--- config.mk ---
export PLATFORM = sky130hd
export DESIGN_NAME = reorder_window_receiver_flat
export DESIGN_NICKNAME = d
export VERILOG_FILES = /design/src/sv/rwr_pkg.sv /design/src/sv/rwr_if.sv /design/src/sv/reorder_window_receiver.sv /design/src/sv/rwr_ram.sv /design/src/sv/rwr_ctrl.sv /design/src/sv/rwr_dp.sv /design/src/flat_wrapper.sv
export SDC_FILE = /design/constraint.sdc
export NUM_CORES = 1
export LEC_CHECK = 0
export BUFFER_PORTS_ARGS = -buffer_cell sky130_fd_sc_hd__buf_2
export CORE_MARGIN = 2
export CORE_UTILIZATION = 55
export DETAILED_ROUTE_END_ITERATION = 8
export PLACE_DENSITY = 0.74
export SLEW_MARGIN = 20
export SYNTH_ARGS = -nofsm -noshare
export SYNTH_HDL_FRONTEND = slang
export SYNTH_HIERARCHICAL = 1
export SYNTH_SLANG_ARGS = --single-unit
--- constraint.sdc ---
create_clock -name clk -period 7.6 [get_ports clk]
set_input_delay 0.38 -clock clk [delete_from_list [all_inputs] [get_ports clk]]
set_output_delay 0.38 -clock clk [all_outputs]
set_load 0.1 [all_outputs]
--- src/sv/rwr_pkg.sv ---
// Shared types, codes and default sizes for the reorder window receiver.
// No dependencies; every other file but rwr_ram refers to it by scoped names.
package rwr_pkg;

  // Fixed widths of the channel fields
  localparam int SEQ_NUM_W = 4;
  localparam int PAYLOAD_W = 64;

  // Defaults for the top-level parameters
  localparam int SEQ_BITS_DEF     = 4;
  localparam int WINDOW_DEF       = 8;
  localparam int PAYLOAD_BITS_DEF = 64;

  typedef logic [SEQ_NUM_W-1:0] seq_num_t;
  typedef logic [PAYLOAD_W-1:0] payload_t;

  // Result kinds
  localparam logic KIND_DELIVER = 1'b0;
  localparam logic KIND_ACK     = 1'b1;

  // Controller states
  typedef enum logic {
    ST_IDLE,
    ST_DRAIN
  } rwr_state_t;

  // Status from datapath to controller
  typedef struct packed {
    logic in_valid;   // packet offered
    logic in_ok;      // checksum good
    logic in_match;   // packet carries the expected number
    logic win_free;   // inside the window and its slot is free
    logic occ_exp;    // slot of the expected number is occupied
    logic out_free;   // output register can take a result
  } rwr_status_t;

  // Commands from controller to datapath
  typedef struct packed {
    logic in_ready;   // take a packet this cycle
    logic load_in;    // deliver the arriving payload
    logic load_mem;   // deliver the buffered payload of the expected slot
    logic load_ack;   // emit the ack
    logic advance;    // free the expected slot and step the expected number
    logic store;      // buffer the arriving packet in its slot
  } rwr_cmd_t;

endpackage

--- src/sv/rwr_if.sv ---
// Handshake channel interfaces for packets in and results out.
// Depends on rwr_pkg for the field types.
interface rwr_in_if;
  logic              valid;
  logic              ready;
  rwr_pkg::seq_num_t seq_num;
  logic              checksum_ok;
  rwr_pkg::payload_t payload;

  modport source (output valid, output seq_num, output checksum_ok, output payload,
                  input ready);
  modport sink   (input valid, input seq_num, input checksum_ok, input payload,
                  output ready);
endinterface

interface rwr_out_if;
  logic              valid;
  logic              ready;
  logic              kind;
  rwr_pkg::payload_t delivered_payload;
  rwr_pkg::seq_num_t ack_num;
  logic              last;

  modport source (output valid, output kind, output delivered_payload, output ack_num,
                  output last, input ready);
  modport sink   (input valid, input kind, input delivered_payload, input ack_num,
                  input last, output ready);
endinterface

--- src/sv/reorder_window_receiver.sv ---
// A packet's first result enters the single output register as the packet is taken and
// is on out_ch in the cycle after. A packet yielding n deliveries gives n+1 results, one
// per cycle while out_ch is ready; corrupt and out-of-order packets need no drain, and no
// packet is taken in a drain; it reads one entry per free cycle, ahead of its delivery.
// Reset (rst_n low, synchronous): expected number zero, all slots free, no result pending.
module reorder_window_receiver #(
  parameter int SEQ_BITS     = rwr_pkg::SEQ_BITS_DEF,
  parameter int WINDOW       = rwr_pkg::WINDOW_DEF,
  parameter int PAYLOAD_BITS = rwr_pkg::PAYLOAD_BITS_DEF
) (
  input logic       clk,
  input logic       rst_n,
  rwr_in_if.sink    in_ch,
  rwr_out_if.source out_ch
);

  rwr_pkg::rwr_status_t sts;
  rwr_pkg::rwr_cmd_t    cmd;

  rwr_ctrl u_ctrl (
    .clk   (clk),
    .rst_n (rst_n),
    .sts   (sts),
    .cmd   (cmd)
  );

  rwr_dp #(
    .SEQ_BITS     (SEQ_BITS),
    .WINDOW       (WINDOW),
    .PAYLOAD_BITS (PAYLOAD_BITS)
  ) u_dp (
    .clk    (clk),
    .rst_n  (rst_n),
    .in_ch  (in_ch),
    .out_ch (out_ch),
    .cmd    (cmd),
    .sts    (sts)
  );

endmodule

--- src/sv/rwr_ram.sv ---
// Generic single-write, single-read RAM with registered read data.
// No dependencies.
module rwr_ram #(
  parameter int WIDTH = 64,
  parameter int DEPTH = 16
) (
  input  logic                     clk,
  input  logic                     we,
  input  logic [$clog2(DEPTH)-1:0] waddr,
  input  logic [WIDTH-1:0]         wdata,
  input  logic [$clog2(DEPTH)-1:0] raddr,
  output logic [WIDTH-1:0]         rdata
);

  logic [WIDTH-1:0] mem [DEPTH];

  always_ff @(posedge clk) begin
    if (we) begin
      mem[waddr] <= wdata;
    end
    rdata <= mem[raddr];
  end

endmodule

--- src/sv/rwr_ctrl.sv ---
// Controller state machine: accepts packets and sequences the drain of
// buffered successors. Depends on rwr_pkg (state, status and command types).
module rwr_ctrl (
  input  logic                 clk,
  input  logic                 rst_n,
  input  rwr_pkg::rwr_status_t sts,
  output rwr_pkg::rwr_cmd_t    cmd
);

  rwr_pkg::rwr_state_t state_r, state_nxt;

  // State register
  always_ff @(posedge clk) begin
    if (!rst_n) begin
      state_r <= rwr_pkg::ST_IDLE;
    end else begin
      state_r <= state_nxt;
    end
  end

  // Next state and commands
  always_comb begin
    state_nxt = state_r;
    cmd       = '0;
    case (state_r)
      rwr_pkg::ST_IDLE: begin
        cmd.in_ready = sts.out_free;
        if (sts.in_valid && sts.out_free && sts.in_ok) begin
          if (sts.in_match) begin
            // in-order: hand it up at once, then walk the buffer
            cmd.load_in = 1'b1;
            cmd.advance = 1'b1;
            state_nxt   = rwr_pkg::ST_DRAIN;
          end else begin
            cmd.store    = sts.win_free;
            cmd.load_ack = 1'b1;
          end
        end
      end
      rwr_pkg::ST_DRAIN: begin
        if (sts.out_free) begin
          if (sts.occ_exp) begin
            cmd.load_mem = 1'b1;
            cmd.advance  = 1'b1;
          end else begin
            cmd.load_ack = 1'b1;
            state_nxt    = rwr_pkg::ST_IDLE;
          end
        end
      end
      default: begin
        state_nxt = rwr_pkg::ST_IDLE;
      end
    endcase
  end

endmodule

--- src/sv/rwr_dp.sv ---
// Datapath: expected number, occupancy flags, payload buffer and the output
// register. Depends on rwr_pkg, rwr_if and rwr_ram.
module rwr_dp #(
  parameter int SEQ_BITS     = rwr_pkg::SEQ_BITS_DEF,
  parameter int WINDOW       = rwr_pkg::WINDOW_DEF,
  parameter int PAYLOAD_BITS = rwr_pkg::PAYLOAD_BITS_DEF
) (
  input  logic                 clk,
  input  logic                 rst_n,
  rwr_in_if.sink               in_ch,
  rwr_out_if.source            out_ch,
  input  rwr_pkg::rwr_cmd_t    cmd,
  output rwr_pkg::rwr_status_t sts
);

  localparam int SLOTS = 1 << SEQ_BITS;

  logic [SEQ_BITS-1:0]     seq_in;
  logic [PAYLOAD_BITS-1:0] pay_in;
  logic [SEQ_BITS-1:0]     seq_ahead;
  logic [SEQ_BITS-1:0]     expected_r, expected_nxt;
  logic [SLOTS-1:0]        occ_r;
  logic [PAYLOAD_BITS-1:0] ram_rdata;
  logic                    out_valid_r;
  logic                    out_kind_r;
  rwr_pkg::payload_t       out_payload_r;
  rwr_pkg::seq_num_t       out_ack_r;
  logic                    out_last_r;

  // Field extraction: low bits only
  assign seq_in    = SEQ_BITS'(in_ch.seq_num);
  assign pay_in    = PAYLOAD_BITS'(in_ch.payload);
  assign seq_ahead = seq_in - expected_r;

  // Status to the controller
  assign sts.in_valid = in_ch.valid;
  assign sts.in_ok    = in_ch.checksum_ok;
  assign sts.in_match = (seq_in == expected_r);
  assign sts.win_free = (int'(seq_ahead) < WINDOW) && !occ_r[seq_in];
  assign sts.occ_exp  = occ_r[expected_r];
  assign sts.out_free = !out_valid_r || out_ch.ready;

  assign in_ch.ready = cmd.in_ready;

  // Expected number; buffer read runs one step ahead of it
  assign expected_nxt = cmd.advance ? expected_r + 1'b1 : expected_r;

  always_ff @(posedge clk) begin
    if (!rst_n) begin
      expected_r <= '0;
    end else begin
      expected_r <= expected_nxt;
    end
  end

  // Occupancy flags
  always_ff @(posedge clk) begin
    if (!rst_n) begin
      occ_r <= '0;
    end else begin
      if (cmd.advance) begin
        occ_r[expected_r] <= 1'b0;
      end
      if (cmd.store) begin
        occ_r[seq_in] <= 1'b1;
      end
    end
  end

  // Payload buffer
  rwr_ram #(
    .WIDTH (PAYLOAD_BITS),
    .DEPTH (SLOTS)
  ) u_ram (
    .clk   (clk),
    .we    (cmd.store),
    .waddr (seq_in),
    .wdata (pay_in),
    .raddr (expected_nxt),
    .rdata (ram_rdata)
  );

  // Output register valid
  always_ff @(posedge clk) begin
    if (!rst_n) begin
      out_valid_r <= 1'b0;
    end else if (cmd.load_in || cmd.load_mem || cmd.load_ack) begin
      out_valid_r <= 1'b1;
    end else if (out_ch.ready) begin
      out_valid_r <= 1'b0;
    end
  end

  // Output register payload
  always_ff @(posedge clk) begin
    if (cmd.load_in || cmd.load_mem) begin
      out_kind_r    <= rwr_pkg::KIND_DELIVER;
      out_payload_r <= cmd.load_in ? rwr_pkg::payload_t'(pay_in)
                                   : rwr_pkg::payload_t'(ram_rdata);
      out_ack_r     <= '0;
      out_last_r    <= 1'b0;
    end else if (cmd.load_ack) begin
      out_kind_r    <= rwr_pkg::KIND_ACK;
      out_payload_r <= '0;
      // ack carries the number after any advance in this cycle
      out_ack_r     <= rwr_pkg::seq_num_t'(expected_nxt);
      out_last_r    <= 1'b1;
    end
  end

  assign out_ch.valid             = out_valid_r;
  assign out_ch.kind              = out_kind_r;
  assign out_ch.delivered_payload = out_payload_r;
  assign out_ch.ack_num           = out_ack_r;
  assign out_ch.last              = out_last_r;

`ifndef SYNTHESIS
  // At most one result loaded per cycle
  a_one_load: assert property (@(posedge clk) disable iff (!rst_n)
    $onehot0({cmd.load_in, cmd.load_mem, cmd.load_ack}))
    else $error("two results loaded in one cycle");

  // A delivered slot is free afterwards
  a_slot_freed: assert property (@(posedge clk) disable iff (!rst_n)
    cmd.advance |=> !occ_r[$past(expected_r)])
    else $error("delivered slot still occupied");

  // Buffering never targets the expected slot
  a_store_not_expected: assert property (@(posedge clk) disable iff (!rst_n)
    cmd.store |-> (seq_in != expected_r))
    else $error("store into expected slot");

  // Every delivery steps the expected number
  a_deliver_advances: assert property (@(posedge clk) disable iff (!rst_n)
    (cmd.load_in || cmd.load_mem) |-> cmd.advance)
    else $error("delivery without advance");
`endif

endmodule

--- src/flat_wrapper.sv ---
// flat-port wrapper written by rule: the top's interface ports become plain ports
module reorder_window_receiver_flat 
#(
  parameter int SEQ_BITS     = rwr_pkg::SEQ_BITS_DEF,
  parameter int WINDOW       = rwr_pkg::WINDOW_DEF,
  parameter int PAYLOAD_BITS = rwr_pkg::PAYLOAD_BITS_DEF
)
  (clk, rst_n, in_ch_valid, in_ch_seq_num, in_ch_checksum_ok, in_ch_payload, in_ch_ready, out_ch_valid, out_ch_kind, out_ch_delivered_payload, out_ch_ack_num, out_ch_last, out_ch_ready);
  rwr_in_if in_ch_i ();
  rwr_out_if out_ch_i ();
  input logic clk;
  input logic rst_n;
  input wire logic [$bits(in_ch_i.valid)-1:0] in_ch_valid;
  input wire logic [$bits(in_ch_i.seq_num)-1:0] in_ch_seq_num;
  input wire logic [$bits(in_ch_i.checksum_ok)-1:0] in_ch_checksum_ok;
  input wire logic [$bits(in_ch_i.payload)-1:0] in_ch_payload;
  output wire logic [$bits(in_ch_i.ready)-1:0] in_ch_ready;
  output wire logic [$bits(out_ch_i.valid)-1:0] out_ch_valid;
  output wire logic [$bits(out_ch_i.kind)-1:0] out_ch_kind;
  output wire logic [$bits(out_ch_i.delivered_payload)-1:0] out_ch_delivered_payload;
  output wire logic [$bits(out_ch_i.ack_num)-1:0] out_ch_ack_num;
  output wire logic [$bits(out_ch_i.last)-1:0] out_ch_last;
  input wire logic [$bits(out_ch_i.ready)-1:0] out_ch_ready;
  assign in_ch_i.valid = in_ch_valid;
  assign in_ch_i.seq_num = in_ch_seq_num;
  assign in_ch_i.checksum_ok = in_ch_checksum_ok;
  assign in_ch_i.payload = in_ch_payload;
  assign in_ch_ready = in_ch_i.ready;
  assign out_ch_valid = out_ch_i.valid;
  assign out_ch_kind = out_ch_i.kind;
  assign out_ch_delivered_payload = out_ch_i.delivered_payload;
  assign out_ch_ack_num = out_ch_i.ack_num;
  assign out_ch_last = out_ch_i.last;
  assign out_ch_i.ready = out_ch_ready;
  reorder_window_receiver #(.SEQ_BITS(SEQ_BITS), .WINDOW(WINDOW), .PAYLOAD_BITS(PAYLOAD_BITS)) u_core (.clk(clk), .rst_n(rst_n), .in_ch(in_ch_i), .out_ch(out_ch_i));
endmodule
# [Word-level counts from Yosys, hierarchy flattened]
# Memories as Yosys holds them, arrays and structs flattened. A register that Yosys moved wholly into a read port is not among the register bits.
# Cells that the tools add are included.
[word_totals] reg_bits=91 in_bits=73 out_inout_bits=72 ram_bits=1024 elab_cells=65 memories=1
[op_classes] n_bitwise=4 n_eq_ne=1 reduce_logical=12 magnitude_cmp=5 n_mux=33 add_sub_neg=2
[memory_table] memory="u_core.u_dp.u_ram.mem" words=16 word_bits=64 read_ports=1 rd_ports_with_merged_regs=1 wr=1 line="rwr_ram.sv:15" rtl="logic [WIDTH-1:0] mem [DEPTH];"
[op_table] operator="two-way mux 64 bit" n=3
[op_table] operator="two-way mux 16 bit" n=3
[op_table] operator="two-way mux 1 bit" n=17
[op_table] operator="bitwise AND 16 bit" n=1
[op_table] operator="NOT 16 bit" n=1
[op_table] operator="OR 16 bit" n=1
[op_table] operator="less-than comparator 4 x 5 -> 1 bit (second input constant)" n=2
[op_table] operator="binary-select mux 1 bit (select 4 bit)" n=2
[op_table] operator="demux 1 bit (select 4 bit)" n=2
[op_table] operator="greater-or-equal comparator 4 x 1 -> 1 bit (second input constant)" n=2
[op_table] operator="two-way mux 3 bit" n=2
[op_table] operator="logical AND 1 bit" n=5
[op_table] operator="adder 4 x 1 -> 4 bit (second input constant)" n=1
[op_table] operator="equality test 4 bit" n=1
[op_table] operator="less-than comparator 4 bit (second input constant)" n=1
[op_table] operator="two-way mux 4 bit" n=1
[op_table] operator="one-hot mux 2 bit (2 select lines)" n=1
[op_table] operator="nonzero test 2 bit" n=2
[op_table] operator="subtractor 4 bit" n=1
[op_table] operator="logical OR 1 bit" n=3
[op_table] operator="logical NOT 1 bit" n=2
[op_table] operator="two-way mux 2 bit" n=1
[op_table] operator="one-hot mux 1 bit (2 select lines)" n=1
[op_table] operator="NOT 1 bit" n=1

# [Longest topological paths before layout]
[depth] depth_word=11 ltp_mapped=15 mapped_depth_nobuf=12

# [By module]
# Netlist, hierarchy kept.
[modules_own_cells] module="rwr_ram" area_each_um2=39581.7 instances=1 seq_area_each_um2=32030.7 cells_each=1647
[modules_own_cells] module="rwr_dp" area_each_um2=4359.2 instances=1 seq_area_each_um2=2442.3 cells_each=428
[modules_own_cells] module="rwr_ctrl" area_each_um2=136.4 instances=1 seq_area_each_um2=20.0 cells_each=16

# [Worst setup path after synthesis]
# OpenSTA, ideal clock, no wires.
[synth_timing] path_type="register to register" from="reg u_core.u_dp.expected_r[1]" to="mem u_core.u_dp.u_ram.mem[0][0], enable pin" setup_ps=565 path_slack_ps=198 path_stages_with_launch=11 synth_period_minus_slack_ps=7402 path_buffers=1 t_arrival_ps=6836 required_time_ps=7035 cell_sequence="dfxtp_1 > buf_6 > inv_1 > ha_1 > nand3b_1 > and3b_1 > or4_1 > a21oi_1 > nor3b_2 > or3b_2 > nor3_1"
[synth_rtl] item="from (decl)" line="rwr_dp.sv:21" rtl="logic [SEQ_BITS-1:0] expected_r, expected_nxt;"
[synth_rtl] item="from (signal assigned)" line="rwr_dp.sv:52" rtl="expected_r <= expected_nxt;"
[synth_rtl] item="to (decl)" line="rwr_ram.sv:15"

==> flow_summary_export.csv <==
group,metric,value,unit
grt,grt_max_degree,114,
sta,relSlewSlack,28.4,%
power_and_ir_drop,p_leak,15.6,nW
die,ios,145,
setup_path,cp.depth,11,
clock_network,cts.sinks,1179,
clock_network,post_cts_resize_count,0,
placement,placed_cells,3216,
outcome,outcome,"finished clean",
yosys,synth_nets,2173,
clock_network,cts_tree,"done",
power_and_ir_drop,ir_drop,213,µV
sta,worst_slew_pin_slew,1070,ps
yosys,synth.area.top_cells,"edfxtp_1 74%, mux4_2 13%, dfxtp_1 4.1%",
setup_path,worstReg2RegStart,"u_core/u_dp/expected_r[2]",
clock_network,insertion_delay,670,ps
sta,finalCritPeriodShare,66.2,%
clock_network,clk_pin_slew,60,ps
drt,vias,21400,
setup_path,slowest_delay,760,ps
yosys,synth_top_cell_area_share,74.1,%
setup_path,slowest_stage,"buf_4",
drt,dr.pass1.iters,5,
setup_path,r2r_end,"u_core/u_dp/u_ram/mem[3][62]",
drt,post_drt_wl_per_cell,28.7,µm
yosys,syn_avg_cell_area,21.1,µm²
sta,setup_viol,0,
sta,skew,39.2,ps
final_layout,instances_no_fill,3428,
setup_path,cp_cell_sequence,"inv_1 > ha_1 > a21oi_1 > a21boi_0 > or4_1 > a21oi_1 > nor3b_2 > or3b_2 > nor2_4 > buf_4 > buf_4",
grt,grt_pass1_wl,144000,µm
power_and_ir_drop,power.density,261,nW/µm²
yosys,yosys.area.top_type,"edfxtp_1",
sta,clock.fmax,0.199,GHz
grt,grt_usage,24.1,%
clock_network,cts_hold_buffers,0,
die,fp-row-count,103,
clock_network,cts_buffers,111,
die,core_area,79100,µm²
yosys,yosys_warnings,6,
final_layout,drive_above_1_share,27.4,%
yosys,ys_types,45,
setup_path,crit_path_start_kind,"register",
clock_network,clock_path_buffers,3,
grt,antenna_found_initial,11,
drt,wl,98300,µm
die,die_h,287,µm
setup_path,path_delay_family,"simple AND/OR/NAND/NOR gates",
yosys,netlist_area,44100,µm²
final_layout,layout_common_cells,"1088 x edfxtp_1, 260 x mux4_2, 186 x nand2_1",
drt,ant_nets,0,
clock_network,postCtsSetupBuffers,0,
drt,routed_via_density,6.25,
die,die_area,82400,µm²
placement,port_buffers,144,
sta,hold_viol_final,0,
setup_path,crit_type,"register to register",
drt,drtIter0Drc,2167,
yosys,synth-seq-area-share,78.3,%
die,start_util,55.7,%
setup_path,cp_num_buf_inv,3,
grt,overflow,0,
job,maxCapViolCount,0,
final_layout,final_common_cell,"edfxtp_1",
drt,drc,0,
yosys,syn-instance-count,2091,
setup_path,critPathCapture,"u_core/u_dp/u_ram/mem[3][62]",
clock_network,cts_root_buf,"clkbuf_16",
final_layout,nets,2361,
hold_path,hold_path_class,"primary input to register",
sta,min_period,5030,ps
die,die_w,287,µm
setup_path,r2r.worst_path.cells,11,
setup_path,cp.required,7870,ps
setup_path,critPathCaptureType,"register",
placement,gp_congestion,0.867,
final_layout,area_growth,13.2,%
setup_path,r2r_setup_slack,2570,ps
setup_path,worst-path-max-fanout,38,
clock_network,htreeDepth,3,
setup_path,arrival,5300,ps
grt,grt_pass1_vias,22200,
sta,finalMaxSlewViolations,0,
setup_path,cp-startpoint,"u_core/u_dp/expected_r[2]",
yosys,yosys_register_bits,1179,
placement,hpwl,48800,µm
sta,tns,0,ps
sta,rsz0062_at_grt,"false",
## worst reg2reg max path: stages, from the launching register on
cell,delay [ps]
dfxtp_1,580
inv_1,220
ha_1,360
a21oi_1,180
a21boi_0,120
or4_1,510
a21oi_1,140
nor3b_2,490
or3b_2,620
nor2_4,110
buf_4,520
buf_4,770
## report_power, final
part           total, mW  internal, mW  leakage [nW]  switching (mW)
clock network       5.46          3.17          1.80            2.29
logic              0.417        0.0870          3.24           0.330
registers           7.14          7.13          10.6          0.0154
total               13.0          10.4          15.6            2.64
## per-layer routing
metal / vias to the layer above / wire length [µm] / part of all wire (%) / track usage [%]
met4: 12 / 2880 / 2.9 / 8.16
met3: 184 / 8070 / 8.2 / 3.78
met1: 11300 / 36900 / 37 / 32.3
met2: 1000 / 50400 / 51 / 40.9
li1: 8982 / - / - / -
met5: - / 81 / 0.082 / 0
## cells in the mapped netlist (all sizes together)
master  instances
clkbuf         59
and2            2
a211oi          3
dfxtp          91
xnor2           1
o21bai          1
nand4           1
nor3b           3
o21ai          64
edfxtp       1088
xor2            3
or2             1
nand3b          3
ha              9
nor2b          17
or3b            1
and3b           1
o21a            1
mux2i           7
and3            3
o32ai           1
nor3            4
nand3          11
buf            61
a21boi         13
and4bb          1
a22oi         133
o221a           1
o31ai           1
nand2         186
a22o           11
inv            11
or4             1
nand4b          1
nor2           25
nand2b          5
mux4          263
o22ai           1
a21oi           2
## cell families (layout without fill, tap and decap cells)
logic type	count (synthesis)	count (layout)	synth area share [%]
AO/OA/AOI/OAI	232	232	3.62
XOR/XNOR	4	4	0.0795
adder cells (fa/ha/maj)	9	9	0.255
buffers and inverters	131	414	1.54
flip-flops	1179	1179	78.3
multiplexers	270	270	13.6
other	0	4	0
AND/OR/NAND/NOR	266	266	2.63
## metrics by stage
step	hold slack (ps)	setup WS, ps	instance area, µm²	util (%)	power [mW]
2_1_floorplan	460	198	44100	-	7.55
3_3_place_gp	459	2570	46100	58.3	7.69
3_5_place_dp	477	2570	46200	58.4	7.70
4_1_cts	51.2	2530	49900	63.0	13.1
5_1_grt	79.7	2410	49900	63.0	13.4
6_report	80.4	2570	49900	63.0	13.0
## registers in the layout, summed over array words and instances, names as in the netlist
name                                  flops
u_core/u_dp/out_ch.ack_num                4
u_core/u_dp/occ_r                        16
u_core/u_dp/out_ch.delivered_payload     64
u_core/u_dp/u_ram/mem                  1024
u_core/u_dp/out_ch.valid                  1
u_core/u_dp/expected_r                    4
u_core/u_dp/out_ch.last                   1
u_core/u_dp/u_ram/rdata                  64
u_core/u_ctrl/state_r                     1
## layout make-up
class                           instances  area, µm²
Antenna cell                            4       10.0
Clock buffer                          150       3110
Clock inverter                         58        551
Fill cell                            5155      29200
Inverter                               11       50.0
Multi-Input combinational cell        781       9070
Sequential cell                      1179      34500
Tap cell                             1050       1310
Timing Repair Buffer                  195       1290
## how the worst min path moves through the flow
stage | from | to | cells after the start | slack [ps]
6_report | in_ch_payload[12] | u_core/u_dp/u_ram/mem[5][12] | 1 | 80
5_1_grt | in_ch_payload[36] | u_core/u_dp/u_ram/mem[7][36] | 1 | 80
4_1_cts | in_ch_payload[18] | u_core/u_dp/u_ram/mem[7][18] | 1 | 50
3_5_place_dp | u_core/u_dp/out_ch.last | u_core/u_dp/out_ch.last | 2 | 480
3_3_place_gp | u_core/u_dp/out_ch.last | u_core/u_dp/out_ch.last | 2 | 460
2_1_floorplan | u_core/u_dp/occ_r[0] | u_core/u_dp/occ_r[0] | 2 | 460
No activity file was read; power rests on OpenSTA's default activity.
